## config.mk

```make
export PLATFORM = sky130hd
export DESIGN_NAME = skt_cell
export DESIGN_NICKNAME = d
export VERILOG_FILES = /design/src/sv/skt_pkg.sv /design/src/sv/skt_cell.sv
export SDC_FILE = /design/constraint.sdc
export NUM_CORES = 1
export LEC_CHECK = 0
export ABC_AREA = 0
export BUFFER_PORTS_ARGS = -buffer_cell sky130_fd_sc_hd__buf_2
export CAP_MARGIN = 20
export CORE_AREA = 5 5 233 235
export DETAILED_ROUTE_END_ITERATION = 16
export DIE_AREA = 0 0 238 240
export HOLD_SLACK_MARGIN = 0.03
export RECOVER_POWER = 50
export SYNTH_ARGS = -nofsm -noshare
export SYNTH_HDL_FRONTEND = slang
export SYNTH_SLANG_ARGS = --single-unit
```

## constraint.sdc

```tcl
create_clock -name clock -period 13.8 [get_ports clock]
set_input_delay 0.69 -clock clock [delete_from_list [all_inputs] [get_ports clock]]
set_output_delay 0.69 -clock clock [all_outputs]
set_load 0.05 [all_outputs]
```

## src/sv/skt_pkg.sv

```systemverilog
// Shared types and constants for the sorted key table.
// Used by skt_cell, sorted_key_table_core and skt_checker; no dependencies.
package skt_pkg;

   localparam int CAPACITY_DEFAULT = 64;
   localparam int KEY_W = 32;
   localparam int NAME_LOW_W = 64;
   localparam int NAME_HIGH_W = 16;
   localparam int QTY_W = 32;
   localparam int ENTRIES_W = 7;

   typedef enum logic [1:0] {
      ST_INSERTED  = 2'd0,
      ST_REMOVED   = 2'd1,
      ST_NOT_FOUND = 2'd2,
      ST_FULL      = 2'd3
   } status_type;

   typedef enum logic {
      OP_INSERT = 1'b0,
      OP_REMOVE = 1'b1
   } op_type;

   typedef enum logic {
      STATE_IDLE   = 1'b0,
      STATE_UPDATE = 1'b1
   } state_type;

   typedef struct packed {
      logic signed [KEY_W-1:0] key;
      logic [NAME_LOW_W-1:0]   name_low;
      logic [NAME_HIGH_W-1:0]  name_high;
      logic signed [QTY_W-1:0] quantity;
   } record_type;

   typedef struct packed {
      logic cmp_en;
      logic ins_en;
      logic rem_en;
   } cell_ctl_type;

endpackage

```

## src/sv/skt_cell.sv

```systemverilog
// One slot of the sorted table: holds a record and its compare flags.
// Shifts records to and from its neighbors. Depends on skt_pkg.
module skt_cell (
   input  logic                     clock,
   input  logic                     reset,
   input  skt_pkg::cell_ctl_type    ctl,
   input  logic signed [31:0]       cmp_key,
   input  logic                     occupied,
   input  skt_pkg::record_type      new_rec,
   input  skt_pkg::record_type      prev_rec,
   input  logic                     prev_le,
   input  skt_pkg::record_type      next_rec,
   output skt_pkg::record_type      rec,
   output logic                     le
);
   import skt_pkg::*;

   record_type rec_ff, rec_in;
   logic       le_ff, le_in;
   logic       eq_ff, eq_in;

   always_comb begin
      le_in = le_ff;
      eq_in = eq_ff;
      if (ctl.cmp_en) begin
         le_in = occupied && (rec_ff.key <= cmp_key);
         eq_in = occupied && (rec_ff.key == cmp_key);
      end
   end

   always_comb begin
      rec_in = rec_ff;
      if (ctl.ins_en && !le_ff) begin
         rec_in = prev_le ? new_rec : prev_rec;
      end else if (ctl.rem_en && !(le_ff && !eq_ff)) begin
         rec_in = next_rec;
      end
   end

   always_ff @(posedge clock) begin
      if (reset) begin
         le_ff <= 1'b0;
         eq_ff <= 1'b0;
      end else begin
         le_ff <= le_in;
         eq_ff <= eq_in;
      end
   end

   always_ff @(posedge clock) begin
      rec_ff <= rec_in;
   end

   assign rec = rec_ff;
   assign le  = le_ff;

endmodule

```

==> metrics <==
status finished with violations; failing checks max-capacitance violations, max-slew violations; Synth Register Bits around 150; final number of setup-violating endpoints 0; library cells used by synthesis 33; worst relative slew slack -1.743; # DRC 0; max cap viols 4; Gates resized, CTS repair 0; register area share after synthesis 0.5326; IO Pins a little over 600; Mean Syn Cell Area 10.90 um2; # fillers 5747; Worst EP arrival 6510 ps; final number of hold-violating endpoints 0; FMAX 0.1578 GHz; Core Area about 0.052 mm2; met1 WL between 10 and 15 mm; Setup CP Type in2reg; Area after DPL ~0.012 mm2; overall power 0.001595 W; Die Span X between 200 and 250 um; Top Metal Used met4; first-pass GRT wire length 47.93 mm; Clock Skews ~5.5 ps; Static Leak roughly 5.8 nW; met3 wire length about 3.3 mm; Vias 7991; Total Routing Usage GR 0.1112; DR vias/cell 3.904; layout cell share with drive strength beyond 1 0.3741; Crit path required time 13970 ps; total iterations of the first detailed-routing run 4; largest net degree at the start of global routing 100; clock root buffer clkbuf_16; CTS Buf Count 17; post-CTS setup buffer count 0; clock buffer depth 2; Final HPWL DP around 28 mm; WHS Path Cells 2; power per cell area between 100 and 150 mW/mm2; Final ANT Viol Nets 0; period utilisation layout 0.4593; Layout Nets ~1.8k; post-route cell area approximately 0.012 mm2; fin util 0.2375; remaining global-route overflow 0; DIE HEIGHT about 240 um; final wirelength about 34 mm; measured slew at the worst slew-check pin roughly 4100 ps; final critical-path required period around 6300 ps; Yosys warnings 0; Clock Latency Late Sink between 400 and 500 ps; Hold Crit Class in2reg; clock-pin transition on the worst setup and hold timing paths around 60 ps; final max-slew violation count around 180; Critical Path Source Type primary input; Mapped Area 0.008194 mm2; H-tree Lvls 4; Starting Density 0.1575; Layout area overhead 50.79%; antenna violations before repair 1; Worst Reg-to-Reg Cells 2; Post-Syn Instances 752; vias in the first global route 8383; Synth Net Count 1255; Port Buffer Count 615; CTS Hold Buffers Added 0; Die ar. 0.05712 mm2; setup TNS 0 ps; CTS tree yes; most frequent cells in the layout 468 x buf_2, 150 x nand2_1, 149 x clkbuf_1, 144 x mux2i_1, 144 x edfxtp_1; worst vdd ir just under 0.09 mV; Sink Count 146; commonest non-fill, non-tap cell in the layout buf_2; DR WL met2 around 17 mm; Starting DRT DRC Count 239; Fin Hold WS roughly 450 ps; CP Max Fanout 56; GP Congestion approximately 0.98; # rows 84; RSZ-0062 raised after global routing no; routed len/inst 16.44 um; CP Capture Type flop
-- path summary, 6_finish.rpt --
path,startpoint,slack [ps],to
max,prev_le,7460,rec[32]
min,reset,450,eq_ff
max reg2reg,le,9240,rec[14]
min reg2reg,eq_ff,490,eq_ff
-- where the power goes --
group / leakage (nW) / total [W] / internal (W) / switching [W]
clock: 0.276 / 0.000469 / 0.000267 / 0.000202
sequential: 1.49 / 0.000602 / 0.000574 / 0.0000280
combinational: 3.98 / 0.000524 / 0.000134 / 0.000389
total: 5.75 / 0.00160 / 0.000976 / 0.000620
-- area by class of cell --
type / instances / area, um2 / share of cell area
timing repair buffer: 622 / 2939 / 0.2379
sequential: 146 / 4364 / 0.3532
tap: 688 / 860.8 / 0.06967
antenna: 1 / 2.502 / 0.0002025
multi-input combinational: 524 / 3480 / 0.2816
clock buffer: 17 / 425.4 / 0.03443
inverter: 34 / 127.6 / 0.01033
clock inverter: 15 / 156.4 / 0.01266
-- cell families after synthesis --
family / share of synthesized area
compound gates: 0.1119
simple gates: 0.08780
flops: 0.5326
mux: 0.1759
buf+inv: 0.04291
fa+ha+maj: 0.04886
-- cells in the mapped netlist --
library cell | count | area share
nand2_1 | 150 | 0.069
nor2b_1 | 1 | 0.00076
ha_1 | 32 | 0.049
a2111oi_0 | 1 | 0.0011
and3_1 | 1 | 0.00076
a21oi_1 | 14 | 0.0086
o41ai_1 | 1 | 0.0011
nor2_1 | 3 | 0.0014
a21boi_1 | 1 | 0.00092
nand4_2 | 2 | 0.0031
nand2b_1 | 3 | 0.0023
o21ai_0 | 2 | 0.0012
nor3_2 | 1 | 0.0012
dfxtp_1 | 2 | 0.0049
a211o_1 | 1 | 0.0011
mux2i_1 | 144 | 0.18
o21ai_2 | 2 | 0.0021
o21ai_1 | 144 | 0.088
a21o_1 | 3 | 0.0027
a22oi_1 | 1 | 0.00092
inv_1 | 34 | 0.016
a41o_1 | 1 | 0.0012
edfxtp_1 | 144 | 0.53
o211ai_1 | 1 | 0.00092
nor4_1 | 2 | 0.0015
nand4_1 | 7 | 0.0053
nand3_1 | 2 | 0.0012
clkbuf_1 | 13 | 0.0060
nor3_1 | 1 | 0.00061
buf_2 | 35 | 0.021
a221oi_1 | 1 | 0.0011
nor3b_1 | 1 | 0.00092
o32ai_1 | 1 | 0.0011
-- metal layers --
| layer | GRT usage | vias to the layer above |
|---|---|---|
| li1 | - | 3932 |
| met1 | 0.1209 | 3604 |
| met2 | 0.1908 | 409 |
| met3 | 0.04508 | 46 |
| met4 | 0.05061 | 0 |
| met5 | 0 | - |
-- per-stage QoR --
stage,setup WS [ps],std cells
CTS,11000,2046
global route,6942,2047
floorplan,2185,752
finish,7462,2047
detailed placement,10680,2014
global placement,10750,2014
-- critical path, cell delays in order --
cell,delay [ps]
clkbuf_1,2200
clkbuf_1,3010
mux2i_1,380
o21ai_0,160
-- state kept, by name, summed over array words and instances (netlist names) --
name   flops
eq_ff      1
le         1
rec      144
Note: power is estimated with default switching activity, not from simulation.
